**src/rtl/fpr_pkg.sv**
```systemverilog
// Shared types, constants and the CRC-16 byte step for the framed packet receiver.
// No dependencies; the interfaces and the receiver import this package.
package fpr_pkg;

    // Default frame store size in bytes
    localparam int FRAME_BYTES_DEF = 256;

    // CRC-16, poly 0x1021, init 0, MSB first
    localparam logic [15:0] CRC_POLY = 16'h1021;
    localparam logic [15:0] CRC_TOP  = 16'h8000;

    // Header and tail markers
    localparam logic [7:0] HDR_0  = 8'hE1;
    localparam logic [7:0] HDR_1  = 8'hE2;
    localparam logic [7:0] HDR_2  = 8'hE3;
    localparam logic [7:0] HDR_3  = 8'hE4;
    localparam logic [7:0] TAIL_0 = 8'hEA;
    localparam logic [7:0] TAIL_1 = 8'hEB;
    localparam logic [7:0] TAIL_2 = 8'hEC;
    localparam logic [7:0] TAIL_3 = 8'hED;

    // Frame layout
    localparam int HDR_LAST_POS = 3;   // position the final header byte is stored at
    localparam int FIELD_FIRST  = 4;   // sequence byte
    localparam int FIELD_BYTES  = 8;   // bytes 4..11: seq, src, dst, cmd, length
    localparam int CRC_FIRST    = 12;  // first payload byte, CRC follows the payload
    localparam int MIN_OVERHEAD = 18;  // header + fields + length + CRC + tail

    // Input commands
    typedef enum logic {
        CMD_BYTE = 1'b0,
        CMD_READ = 1'b1
    } t_cmd;

    // Result kinds
    typedef enum logic {
        KIND_REPORT  = 1'b0,
        KIND_READOUT = 1'b1
    } t_kind;

    // End-of-frame status codes
    typedef enum logic [1:0] {
        ST_OK       = 2'd0,
        ST_BAD_DEST = 2'd1,
        ST_BAD_CRC  = 2'd2,
        ST_SHORT    = 2'd3
    } t_status;

    // Input request payload
    typedef struct packed {
        logic       command;
        logic [7:0] rx_byte;
        logic [7:0] read_index;
    } t_fpr_req;

    // Result payload
    typedef struct packed {
        logic        report_kind;
        logic [1:0]  status;
        logic [7:0]  sequence_res;
        logic [15:0] source;
        logic [15:0] destination;
        logic [15:0] command_code;
        logic [7:0]  payload_length;
        logic [7:0]  payload_byte;
    } t_fpr_rsp;

    // One byte through the CRC, eight shift steps
    function automatic logic [15:0] crc16_byte(input logic [15:0] crc, input logic [7:0] b);
        logic [15:0] c;
        c = crc ^ {b, 8'h00};
        for (int k = 0; k < 8; k++) begin
            if ((c & CRC_TOP) != 16'h0000) begin
                c = (c << 1) ^ CRC_POLY;
            end else begin
                c = c << 1;
            end
        end
        return c;
    endfunction

    // CRC after the first three header bytes, used when a header restarts capture
    localparam logic [15:0] CRC_HDR_SEED =
        crc16_byte(crc16_byte(crc16_byte(16'h0000, HDR_0), HDR_1), HDR_2);

endpackage

```
**src/rtl/fpr_if.sv**
```systemverilog
// Valid/ready channel interfaces for the request and result sides.
// Depends on fpr_pkg for the payload structs.
interface fpr_in_if import fpr_pkg::*; ();
    logic     valid;
    logic     ready;
    t_fpr_req payload;

    modport source (output valid, output payload, input ready);
    modport sink   (input valid, input payload, output ready);
endinterface

interface fpr_out_if import fpr_pkg::*; ();
    logic     valid;
    logic     ready;
    t_fpr_rsp payload;

    modport source (output valid, output payload, input ready);
    modport sink   (input valid, input payload, output ready);
endinterface

```
**src/rtl/fpr_ram.sv**
```systemverilog
// Generic simple dual-port RAM: one write port, one read port with registered data.
// No dependencies.
module fpr_ram #(
    parameter int WIDTH = 8,
    parameter int DEPTH = 256
) (
    input  logic                     i_clk,
    input  logic                     i_we,
    input  logic [$clog2(DEPTH)-1:0] i_waddr,
    input  logic [WIDTH-1:0]         i_wdata,
    input  logic                     i_re,
    input  logic [$clog2(DEPTH)-1:0] i_raddr,
    output logic [WIDTH-1:0]         o_rdata
);
    logic [WIDTH-1:0] r_mem [DEPTH];
    logic [WIDTH-1:0] r_rdata;

    // Write port
    always_ff @(posedge i_clk) begin
        if (i_we) begin
            r_mem[i_waddr] <= i_wdata;
        end
    end

    // Registered read, holds until the next read
    always_ff @(posedge i_clk) begin
        if (i_re) begin
            r_rdata <= r_mem[i_raddr];
        end
    end

    assign o_rdata = r_rdata;
endmodule

```
**src/rtl/framed_packet_receiver.sv**
```systemverilog
// Framed packet receiver: header/tail framing, field capture, CRC-16 check, payload readout.
// A result is registered and valid in the cycle after its request is accepted.
// Throughput: one request per cycle while results are taken; a result that waits
//   unaccepted holds off the next request, whether or not that request makes a result.
// Reset (synchronous, active low) clears framing state, CRC, own address and result valid;
//   the frame store is not cleared and is undefined until written.
module framed_packet_receiver import fpr_pkg::*; #(
    parameter int FRAME_BYTES = FRAME_BYTES_DEF
) (
    input  logic        i_clk,
    input  logic        i_rst_n,
    fpr_in_if.sink      i_in,
    fpr_out_if.source   o_out,
    input  logic        i_cfg_we,
    input  logic [15:0] i_cfg_wdata
);
    localparam int AW    = $clog2(FRAME_BYTES);
    localparam int WP_W  = $clog2(FRAME_BYTES + 1);
    localparam int SUM_W = (WP_W > 9) ? WP_W : 9;

    // Control and state registers
    logic [15:0]     r_own_addr;
    logic [1:0]      r_hdr, n_hdr;
    logic [1:0]      r_tail, n_tail;
    logic            r_cap, n_cap;
    logic [WP_W-1:0] r_wp, n_wp;
    logic [15:0]     r_crc, n_crc;
    logic [7:0]      r_fld [FIELD_BYTES];
    logic [7:0]      n_fld [FIELD_BYTES];
    logic [7:0]      r_crc_hi, n_crc_hi;
    logic [7:0]      r_crc_lo, n_crc_lo;
    logic            r_out_valid;
    t_fpr_rsp        r_rsp, n_rsp;
    logic            r_rd_ok;

    // Handshake
    logic     ready, in_fire, is_byte, is_read;
    t_fpr_req req;
    logic [7:0] b;

    assign req     = i_in.payload;
    assign b       = req.rx_byte;
    assign ready   = !r_out_valid || o_out.ready;
    assign in_fire = i_in.valid && ready;
    assign is_byte = in_fire && (req.command == CMD_BYTE);
    assign is_read = in_fire && (req.command == CMD_READ);
    assign i_in.ready = ready;

    // Header hunt
    logic restart;
    always_comb begin
        n_hdr   = r_hdr;
        restart = 1'b0;
        if (is_byte) begin
            if (b == HDR_0) begin
                n_hdr = 2'd1;
            end else if (r_hdr == 2'd1 && b == HDR_1) begin
                n_hdr = 2'd2;
            end else if (r_hdr == 2'd2 && b == HDR_2) begin
                n_hdr = 2'd3;
            end else if (r_hdr == 2'd3 && b == HDR_3) begin
                n_hdr   = 2'd0;
                restart = 1'b1;
            end else begin
                n_hdr = 2'd0;
            end
        end
    end

    // State as seen by this byte, after a possible header restart
    logic            cap_e;
    logic [WP_W-1:0] wp_e;
    logic [15:0]     crc_e;
    logic [1:0]      tail_e;
    logic            full, store, drop, covered;
    logic [SUM_W-1:0] wp_s, crc_pos;

    assign cap_e   = restart || r_cap;
    assign wp_e    = restart ? WP_W'(HDR_LAST_POS) : r_wp;
    assign crc_e   = restart ? CRC_HDR_SEED : r_crc;
    assign tail_e  = restart ? 2'd0 : r_tail;
    assign full    = (wp_e == WP_W'(FRAME_BYTES));
    assign store   = is_byte && cap_e && !full;
    assign drop    = is_byte && cap_e && full;
    assign wp_s    = SUM_W'(wp_e);
    // length byte is from this frame whenever the position is past it
    assign crc_pos = SUM_W'(CRC_FIRST) + SUM_W'(r_fld[FIELD_BYTES-1]);
    assign covered = (wp_s < SUM_W'(CRC_FIRST)) || (wp_s < crc_pos);

    // Capture, CRC and tail tracking
    logic tail_done;
    always_comb begin
        n_cap     = r_cap;
        n_wp      = r_wp;
        n_crc     = r_crc;
        n_tail    = r_tail;
        n_crc_hi  = r_crc_hi;
        n_crc_lo  = r_crc_lo;
        tail_done = 1'b0;
        for (int k = 0; k < FIELD_BYTES; k++) begin
            n_fld[k] = r_fld[k];
        end
        if (is_byte) begin
            n_cap  = cap_e;
            n_wp   = wp_e;
            n_crc  = crc_e;
            n_tail = tail_e;
        end
        // overflow drops the frame silently
        if (drop) begin
            n_cap  = 1'b0;
            n_tail = 2'd0;
            n_wp   = '0;
        end
        if (store) begin
            n_wp = wp_e + WP_W'(1);
            if (covered) begin
                n_crc = crc16_byte(crc_e, b);
            end
            for (int k = 0; k < FIELD_BYTES; k++) begin
                if (wp_e == WP_W'(FIELD_FIRST + k)) begin
                    n_fld[k] = b;
                end
            end
            if (wp_s == crc_pos) begin
                n_crc_hi = b;
            end
            if (wp_s == crc_pos + SUM_W'(1)) begin
                n_crc_lo = b;
            end
            if (b == TAIL_0) begin
                n_tail = 2'd1;
            end else if (tail_e == 2'd1 && b == TAIL_1) begin
                n_tail = 2'd2;
            end else if (tail_e == 2'd2 && b == TAIL_2) begin
                n_tail = 2'd3;
            end else if (tail_e == 2'd3 && b == TAIL_3) begin
                n_tail    = 2'd0;
                n_cap     = 1'b0;
                tail_done = 1'b1;
            end else begin
                n_tail = 2'd0;
            end
        end
    end

    // End-of-frame report; bytes not stored in this frame read as zero
    logic [7:0]  fld_m [FIELD_BYTES];
    logic [15:0] dest, rx_crc;
    logic        short_frame;
    always_comb begin
        for (int k = 0; k < FIELD_BYTES; k++) begin
            fld_m[k] = (n_wp > WP_W'(FIELD_FIRST + k)) ? n_fld[k] : 8'h00;
        end
    end
    assign dest        = {fld_m[3], fld_m[4]};
    assign rx_crc      = {n_crc_hi, n_crc_lo};
    assign short_frame = SUM_W'(n_wp) < (SUM_W'(MIN_OVERHEAD) + SUM_W'(fld_m[7]));

    // Readout address
    logic [SUM_W-1:0] rd_pos;
    logic             rd_in_range;
    logic [7:0]       ram_rdata;
    assign rd_pos      = SUM_W'(req.read_index) + SUM_W'(CRC_FIRST);
    assign rd_in_range = rd_pos < SUM_W'(FRAME_BYTES);

    // Next result payload
    always_comb begin
        n_rsp = '0;
        if (req.command == CMD_READ) begin
            n_rsp.report_kind = KIND_READOUT;
        end else begin
            n_rsp.report_kind    = KIND_REPORT;
            n_rsp.sequence_res   = fld_m[0];
            n_rsp.source         = {fld_m[1], fld_m[2]};
            n_rsp.destination    = dest;
            n_rsp.command_code   = {fld_m[5], fld_m[6]};
            n_rsp.payload_length = fld_m[7];
            if (short_frame) begin
                n_rsp.status = ST_SHORT;
            end else if (dest != r_own_addr) begin
                n_rsp.status = ST_BAD_DEST;
            end else if (rx_crc != n_crc) begin
                n_rsp.status = ST_BAD_CRC;
            end else begin
                n_rsp.status = ST_OK;
            end
        end
    end

    // Frame store
    fpr_ram #(
        .WIDTH (8),
        .DEPTH (FRAME_BYTES)
    ) u_store (
        .i_clk   (i_clk),
        .i_we    (store),
        .i_waddr (wp_e[AW-1:0]),
        .i_wdata (b),
        .i_re    (is_read && rd_in_range),
        .i_raddr (rd_pos[AW-1:0]),
        .o_rdata (ram_rdata)
    );

    // Control registers
    always_ff @(posedge i_clk) begin
        if (!i_rst_n) begin
            r_own_addr  <= '0;
            r_hdr       <= '0;
            r_tail      <= '0;
            r_cap       <= 1'b0;
            r_wp        <= '0;
            r_crc       <= '0;
            r_out_valid <= 1'b0;
        end else begin
            if (i_cfg_we) begin
                r_own_addr <= i_cfg_wdata;
            end
            r_hdr  <= n_hdr;
            r_tail <= n_tail;
            r_cap  <= n_cap;
            r_wp   <= n_wp;
            r_crc  <= n_crc;
            if (ready) begin
                r_out_valid <= tail_done || is_read;
            end
        end
    end

    // Payload registers
    always_ff @(posedge i_clk) begin
        for (int k = 0; k < FIELD_BYTES; k++) begin
            r_fld[k] <= n_fld[k];
        end
        r_crc_hi <= n_crc_hi;
        r_crc_lo <= n_crc_lo;
        if (in_fire) begin
            r_rsp   <= n_rsp;
            r_rd_ok <= is_read && rd_in_range;
        end
    end

    // Result port; readout byte comes from the store's read register
    always_comb begin
        o_out.payload              = r_rsp;
        o_out.payload.payload_byte = r_rd_ok ? ram_rdata : 8'h00;
    end
    assign o_out.valid = r_out_valid;

    // Checks
    a_wp_bound: assert property (@(posedge i_clk) disable iff (!i_rst_n)
        r_wp <= WP_W'(FRAME_BYTES))
        else $error("write position beyond frame store");

    a_tail_idle: assert property (@(posedge i_clk) disable iff (!i_rst_n)
        !r_cap |-> r_tail == 2'd0)
        else $error("tail progress while not capturing");

    a_readout_clean: assert property (@(posedge i_clk) disable iff (!i_rst_n)
        o_out.valid && o_out.payload.report_kind == KIND_READOUT |->
            o_out.payload.status == ST_OK && o_out.payload.payload_length == 8'h00)
        else $error("readout carries report fields");
endmodule
```
**src/flat_wrapper.sv**
```systemverilog
// flat-port wrapper written by rule: the top's interface ports become plain ports
module framed_packet_receiver_flat import fpr_pkg::*;
#(
    parameter int FRAME_BYTES = FRAME_BYTES_DEF
)
  (i_clk, i_rst_n, i_cfg_we, i_cfg_wdata, i_in_valid, i_in_payload, i_in_ready, o_out_valid, o_out_payload, o_out_ready);
  fpr_in_if i_in_i ();
  fpr_out_if o_out_i ();
  input  logic i_clk;
  input  logic i_rst_n;
  input  logic i_cfg_we;
  input  logic [15:0] i_cfg_wdata;
  input wire logic [$bits(i_in_i.valid)-1:0] i_in_valid;
  input wire logic [$bits(i_in_i.payload)-1:0] i_in_payload;
  output wire logic [$bits(i_in_i.ready)-1:0] i_in_ready;
  output wire logic [$bits(o_out_i.valid)-1:0] o_out_valid;
  output wire logic [$bits(o_out_i.payload)-1:0] o_out_payload;
  input wire logic [$bits(o_out_i.ready)-1:0] o_out_ready;
  assign i_in_i.valid = i_in_valid;
  assign i_in_i.payload = i_in_payload;
  assign i_in_ready = i_in_i.ready;
  assign o_out_valid = o_out_i.valid;
  assign o_out_payload = o_out_i.payload;
  assign o_out_i.ready = o_out_ready;
  framed_packet_receiver #(.FRAME_BYTES(FRAME_BYTES)) u_core (.i_clk(i_clk), .i_rst_n(i_rst_n), .i_in(i_in_i), .o_out(o_out_i), .i_cfg_we(i_cfg_we), .i_cfg_wdata(i_cfg_wdata));
endmodule
```
**config.mk**
```make
export PLATFORM = sky130hd
export DESIGN_NAME = framed_packet_receiver_flat
export DESIGN_NICKNAME = d
export VERILOG_FILES = /design/src/rtl/fpr_pkg.sv /design/src/rtl/fpr_if.sv /design/src/rtl/fpr_ram.sv /design/src/rtl/framed_packet_receiver.sv /design/src/flat_wrapper.sv
export SDC_FILE = /design/constraint.sdc
export NUM_CORES = 2
export LEC_CHECK = 0
export BUFFER_PORTS_ARGS = -buffer_cell sky130_fd_sc_hd__buf_4
export CAP_MARGIN = 20
export CORE_MARGIN = 10
export CORE_UTILIZATION = 63
export CTS_CLUSTER_DIAMETER = 60
export CTS_CLUSTER_SIZE = 25
export DETAILED_ROUTE_END_ITERATION = 8
export PLACE_DENSITY_LB_ADDON = 0.2
export REMOVE_ABC_BUFFERS = 1
export SLEW_MARGIN = 25
export SYNTH_ARGS = -nofsm -noshare
export SYNTH_HDL_FRONTEND = slang
export SYNTH_SLANG_ARGS = --single-unit
export TNS_END_PERCENT = 1
```
**constraint.sdc**
```tcl
create_clock -name i_clk -period 9.23 [get_ports i_clk]
set_clock_uncertainty 0.1 [all_clocks]
set_input_delay 1.846 -clock i_clk [delete_from_list [all_inputs] [get_ports i_clk]]
set_output_delay 1.846 -clock i_clk [all_outputs]
set_load 0.01 [all_outputs]
```
# Word level (Yosys, flattened, before mapping)
# Memories as Yosys holds them, arrays and structs flattened. A register that Yosys moved wholly into a read port is not among the register bits.
# Cells that the tools add are included.
[op_classes]
addsub = 5
n_lt_le_gt_ge = 12
n_eq_ne = 27
muxes = 80
bitwise_logic = 15
reduce_logical = 25
[ops]
columns = ["cell", "n"]
rows = [
  ["16-bit two-way mux", 18],
  ["8-bit two-way mux", 16],
  ["13-bit two-way mux", 8],
  ["8-bit equality test (second input constant)", 8],
  ["64-bit two-way mux", 1],
  ["9-bit by 3-bit equality test with 1-bit output (second input constant)", 4],
  ["9-bit by 4-bit equality test with 1-bit output (second input constant)", 4],
  ["9-bit by 3-bit greater-than comparator with 1-bit output (second input constant)", 4],
  ["9-bit by 4-bit greater-than comparator with 1-bit output (second input constant)", 4],
  ["9-bit two-way mux", 4],
  ["16-bit != test", 2],
  ["2-bit two-way mux", 13],
  ["3-bit NOT", 8],
  ["1-bit two-way mux", 20],
  ["9-bit by 1-bit adder with 9-bit output (second input constant)", 2],
  ["9-bit equality test", 2],
  ["9-bit less-than comparator", 2],
  ["16-bit bitwise XOR", 1],
  ["1-bit logical AND", 13],
  ["2-bit OR reduction", 5],
  ["4-bit by 8-bit adder with 9-bit output (first input constant)", 1],
  ["5-bit by 8-bit adder with 9-bit output (first input constant)", 1],
  ["8-bit by 4-bit adder with 9-bit output (second input constant)", 1],
  ["9-bit equality test (second input constant)", 1],
  ["8 further kinds", 21],
]
[word_totals]
register_bits = 131
ram_bits = 2112
out_inout_bits = 77
word_cells = 185
memories = 2
[mem_list]
columns = ["memory", "words", "word_bits", "rd", "rd_ports_with_merged_regs", "write_ports", "line_no", "rtl"]
rows = [
  ["u_core.u_store.r_mem", 256, 8, 1, 1, 1, "fpr_ram.sv:15", "logic [WIDTH-1:0] r_mem [DEPTH];"],
  ["u_core.r_fld", 8, 8, 8, 0, 8, "framed_packet_receiver.sv:28", "logic [7:0] r_fld [FIELD_BYTES];"],
]

# Logic depth before layout (Yosys ltp)
[depth]
depth_word = 45
ltp_mapped = 27
depth_no_buf = 23

# Modules after synthesis
# Synthesis repeated with hierarchy kept, for this count alone.
[hier_totals]
hier_cells = 4746
area_unflattened_um2 = 89729.8
[by_module_without_submodules]
columns = ["module", "n_inst", "cells_each", "area_per_inst_um2", "seq_area_each_um2"]
rows = [
  ["fpr_ram", 1, 3733, 79636.4, 61739.2],
  ["framed_packet_receiver", 1, 1013, 10093.4, 4584.4],
]

# Worst setup path before layout
# OpenSTA, ideal clock, no wires.
[synth_timing]
kind = "input port to flip-flop"
startpoint = "in i_in_payload[8]"
endpoint = "reg u_core.r_rsp, in the netlist u_core.o_out.payload[73] (data pin)"
setup_time_ps = 273
arrival_time_ps = 6886
t_required_ps = 8857
slack_ps = 1972
cell_stages = 26
path_cell_list = "buf_2 and4bb_1 nand3_1 nor2_1 clkbuf_1 buf_1 nor2_1 inv_1 ha_1 and3_1 nand4_1 o31a_1 o22ai_1 inv_2 or4_4 a211oi_1 clkbuf_1 nor3_1 ha_1 nand4_1 nor2_1 o31ai_1 o211ai_1 o2111ai_1 nor3_1 a211oi_2"
[synth_between]
word_cells_on_any_way = 87
cone_classes = "add/sub (2); order compare (6); eq/ne (12); mux (49); bitwise (9); reduce/logical (9)"
[synth_lines]
columns = ["item", "line_no", "rtl"]
rows = [
  ["start: declaration", "flat_wrapper.sv:14", "input wire logic [$bits(i_in_i.payload)-1:0] i_in_payload;"],
  ["8-bit equality test", "framed_packet_receiver.sv:61", "end else if (r_hdr == 2'd3 && b == HDR_3) begin"],
  ["1-bit logical AND", "framed_packet_receiver.sv:61", ""],
  ["1-bit two-way mux", "framed_packet_receiver.sv:61", ""],
  ["1-bit two-way mux", "framed_packet_receiver.sv:59", "end else if (r_hdr == 2'd2 && b == HDR_2) begin"],
  ["1-bit two-way mux", "framed_packet_receiver.sv:57", "end else if (r_hdr == 2'd1 && b == HDR_1) begin"],
  ["1-bit two-way mux (*)", "framed_packet_receiver.sv:55", "if (b == HDR_0) begin"],
  ["1-bit two-way mux (*)", "framed_packet_receiver.sv:54", "if (is_byte) begin"],
  ["branches (longest 4 deep; another with 9-bit by 1-bit adder with 9-bit output)", "-", ""],
  ["9-bit two-way mux (*)", "framed_packet_receiver.sv:115", "if (store) begin"],
  ["net u_core.n_wp[8]", "framed_packet_receiver.sv:26", "logic [WP_W-1:0] r_wp, n_wp;"],
  ["9-bit by 4-bit greater-than comparator with 1-bit output / 9-bit by 3-bit greater-than comparator with 1-bit output (equally long branches)", "framed_packet_receiver.sv:153", "fld_m[k] = (n_wp > WP_W'(FIELD_FIRST + k)) ? n_fld[k] : 8'h00;"],
  ["8-bit two-way mux", "framed_packet_receiver.sv:153", ""],
  ["5-bit by 8-bit adder with 9-bit output / 16-bit != test (equally long branches)", "framed_packet_receiver.sv:158, framed_packet_receiver.sv:181", ""],
  ["9-bit less-than comparator / 2-bit two-way mux (equally long branches)", "framed_packet_receiver.sv:158, framed_packet_receiver.sv:181", ""],
  ["2-bit two-way mux (*)", "framed_packet_receiver.sv:179", "if (short_frame) begin"],
  ["end signal: assignment", "framed_packet_receiver.sv:238", "r_rsp <= n_rsp;"],
  ["end: declaration", "framed_packet_receiver.sv:33", "t_fpr_rsp r_rsp, n_rsp;"],
]
# Mark *: on every way through the listed nets, which the timed path passes. The select of a mux whose other input is x is not followed.
# A chain may end at the register's enable or synchronous reset.

# Worst setup path in the final report
[layout_timing]
startpoint = "in i_in_payload[12]"
endpoint = "reg u_core.r_rsp, in the netlist u_core.o_out.payload[73] (data pin)"
# The elaborated chain is that of the path after synthesis.

==> impl_metrics.env <==
export IMPL_endpoint_kind="flop"
export IMPL_ff_latch_area_um2=66300
export IMPL_cp_startpoint="i_in_payload[12]"
export IMPL_reg2reg_depth=25
export IMPL_drv_slew=0
export IMPL_slew_headroom_pct=20.6
export IMPL_nNetsFinal=4334
export IMPL_clkTransAtPathRegs_ns=0.09
export IMPL_critPathKind="in2reg"
export IMPL_r2r_start="u_core.r_hdr[0]$_SDFFE_PN0N_"
export IMPL_initial_core_util_pct=63.4
export IMPL_drt_vias_per_instance=6.81
export IMPL_dr_total_vias=42500
export IMPL_overflow=0
export IMPL_ctsHoldBuffers=0
export IMPL_drive_gt1_share_pct=27.1
export IMPL_status="finished, final reports clean"
export IMPL_drc=0
export IMPL_ys_top_cells_by_area="edfxtp_1 72%, mux4_2 17%, dfxtp_1 2.9%"
export IMPL_r2r_slack_ns=3.34
export IMPL_crit_arrival_ns=7.45
export IMPL_layout_min_cycle_time_ns=7.03
export IMPL_hold_path_class="reg2reg"
export IMPL_port_buffers=114
export IMPL_grt_max_degree=198
export IMPL_synth_common_cells="2,124 x edfxtp_1, 680 x mux4_2, 365 x nor2_1"
export IMPL_placed_cells=6006
export IMPL_syn_inst=4162
export IMPL_track_usage_pct=26.3
export IMPL_antenna_found_initial=9
export IMPL_synth_top_area_share_pct=72.1
export IMPL_start_kind="input pin"
export IMPL_cts_sinks=2251
export IMPL_async_flop_share_pct=0
export IMPL_cts_buffers_inserted=137
export IMPL_vdd_drop_max_mv=0.194
export IMPL_drt_iter0_drc=5650
export IMPL_first_global_vias=42500
export IMPL_path_max_fanout=108
export IMPL_power_density_nw_per_um2=195
export IMPL_fin_ws_ns=2.20
export IMPL_yosysMostFrequentCell="edfxtp_1"
export IMPL_max_freq_mhz=142
export IMPL_cts_root_buffer="clkbuf_16"
export IMPL_dp_final_hpwl_um=124000
export IMPL_htreeDepth=4
export IMPL_fin_total_pwr_mw=18.8
export IMPL_worst_ep_required_time_ns=9.65
export IMPL_setup_viol=0
export IMPL_fillCellCount=8433
export IMPL_cellLeakagePower_nw=30.0
export IMPL_cts_tree="built"
export IMPL_cts_resized=0
export IMPL_synth_largest_area_cell="edfxtp_1"
export IMPL_die_area_um2=156000
export IMPL_synth_edf_count=2124
export IMPL_ys_flop_type="edfxtp_1"
export IMPL_syn_to_final_growth_pct=8.75
export IMPL_synth_seq_cells=2251
export IMPL_tns_ns=0
export IMPL_critPathCapture="u_core.o_out.payload[73]$_SDFFCE_PP0N_"
export IMPL_ys_warnings_count=0
export IMPL_wire_per_inst_um=32.7
export IMPL_clock_latency_ns=0.79
export IMPL_drt_total_wl_um=204000
export IMPL_rsz0062_at_grt="no"
export IMPL_tightest_slew_ns=1.19
export IMPL_fp_dieW_um=395
export IMPL_num_io_pins=115
export IMPL_dp_slack_ns=1.37
export IMPL_rows=137
export IMPL_syn_cell_area_um2=88500
export IMPL_synth_cell_types=75
export IMPL_cts_setup_buffers=0
export IMPL_fin_crit_sh_pct=76.2
export IMPL_whs_ns=0.377
export IMPL_clk_path_buf_depth=3
export IMPL_synth_seq_area_share_pct=74.9
export IMPL_reg2reg_to="u_core.o_out.payload[73]$_SDFFCE_PP0N_"
export IMPL_hold_violations=0
export IMPL_avgSynthCellArea_um2=21.3
export IMPL_grt_pass1_wl_um=300000
export IMPL_multiInputGateArea_um2=21200
export IMPL_final_cell_count_no_fill=6244
export IMPL_dr_pass1_iters=6
export IMPL_min_from="u_core.r_fld[0][7]$_DFF_P_"
export IMPL_maxCapViolCount=0
export IMPL_place_congestion=0.875
export IMPL_ant_nets=0
export IMPL_core_area_um2=140000
export IMPL_n_antenna_cell=0
export IMPL_die_height_um=395
## metrics by stage
stage          util (%)  cell area [µm²]
2_1_floorplan         -            87600
3_3_place_gp       65.8            91800
3_5_place_dp       65.8            91800
4_1_cts            69.0            96200
5_1_grt            69.0            96200
6_report           69.0            96200
## sequential cells by signal, summed over array words and instances (netlist names)
| signal | count |
|---|---|
| u_core.o_out.payload | 67 |
| u_core.o_out.valid | 1 |
| u_core.r_cap | 1 |
| u_core.r_crc | 16 |
| u_core.r_crc_hi | 8 |
| u_core.r_crc_lo | 8 |
| u_core.r_fld | 64 |
| u_core.r_hdr | 2 |
| u_core.r_own_addr | 16 |
| u_core.r_rd_ok | 1 |
| u_core.r_tail | 2 |
| u_core.r_wp | 9 |
| u_core.u_store.o_rdata | 8 |
| u_core.u_store.r_mem | 2048 |
## metal layers
layer / global-route usage, % / vias up / share of wire (%) / wire (µm)
met3: 5.20 / 259 / 9.8 / 20100
met5: 0 / - / 0.013 / 27
met4: 7.04 / 4 / 2.6 / 5320
met2: 40.3 / 2305 / 48 / 97300
li1: - / 17400 / - / -
met1: 39.4 / 22600 / 40 / 81400
## cell usage in the layout, fill, tap and decap left out, types with 17 or more instances in the layout
master,count
clkbuf_16,139
nor2_1,362
o21ai_0,20
nand2_1,66
and2_1,19
nor2b_1,47
a21oi_1,32
nor3_1,33
xor2_1,29
xnor2_1,41
mux2_2,59
edfxtp_1,2124
inv_6,30
ha_1,24
dfxtp_1,127
mux4_2,680
nand3_1,17
buf_4,166
inv_1,43
mux2i_1,40
## logic make-up (layout without fill, tap and decap cells)
group / Yosys count / in the layout / synth area share (%)
AO/OA/AOI/OAI: 145 / 145 / 1.11
XOR/XNOR: 74 / 74 / 0.763
adder cells (fa/ha/maj): 25 / 25 / 0.353
buffers and inverters: 272 / 478 / 1.18
flip-flops: 2251 / 2251 / 74.9
multiplexers: 779 / 779 / 18.5
AND/OR/NAND/NOR: 616 / 616 / 3.15
## where the power goes
part	leakage (nW)	switching, mW	internal [mW]
Clock	2.16	3.43	3.06
Combinational	7.62	0.640	0.455
Sequential	20.2	0.0155	11.2
## critical path, cell delays in order
cell and delay [ns]:
buf_8 0.24, and4b_1 0.41, nand3_1 0.08, buf_4 0.20, nor2_2 0.11, buf_4 0.23
nor2_1 0.11, inv_1 0.14, ha_1 0.39, and3_1 0.27, nand4_1 0.23, o31a_1 0.36
o22ai_1 0.20, inv_2 0.07, or4_4 0.52, or2_1 0.36, a21o_1 0.27, nand2_1 0.08
ha_1 0.14, a21o_1 0.12, a21o_1 0.11, a21oi_1 0.06, o211ai_1 0.35, o2111ai_1 0.17
nor3_1 0.22, a211oi_2 0.10
## worst min path at each step
stage	endpoint	cells past startpoint
6_report	u_core.r_fld[0][7]$_DFF_P_	1
3_3_place_gp	u_core.r_fld[0][5]$_DFF_P_	1
4_1_cts	u_core.r_fld[0][13]$_DFF_P_	1
3_5_place_dp	u_core.r_fld[0][19]$_DFF_P_	1
5_1_grt	u_core.r_fld[0][13]$_DFF_P_	1
2_1_floorplan	u_core.r_fld[0][0]$_DFF_P_	1
## final cells by class
cell class              instances  area share (%)
flip-flops and latches       2251            68.9
multi-input cells            1639            22.0
clock buffers                 149            3.66
well taps                    1876            2.44
repair buffers                196            1.82
clock inverters                87           0.953
inverters                      46           0.179
Note: power is estimated with default switching activity, not from simulation.
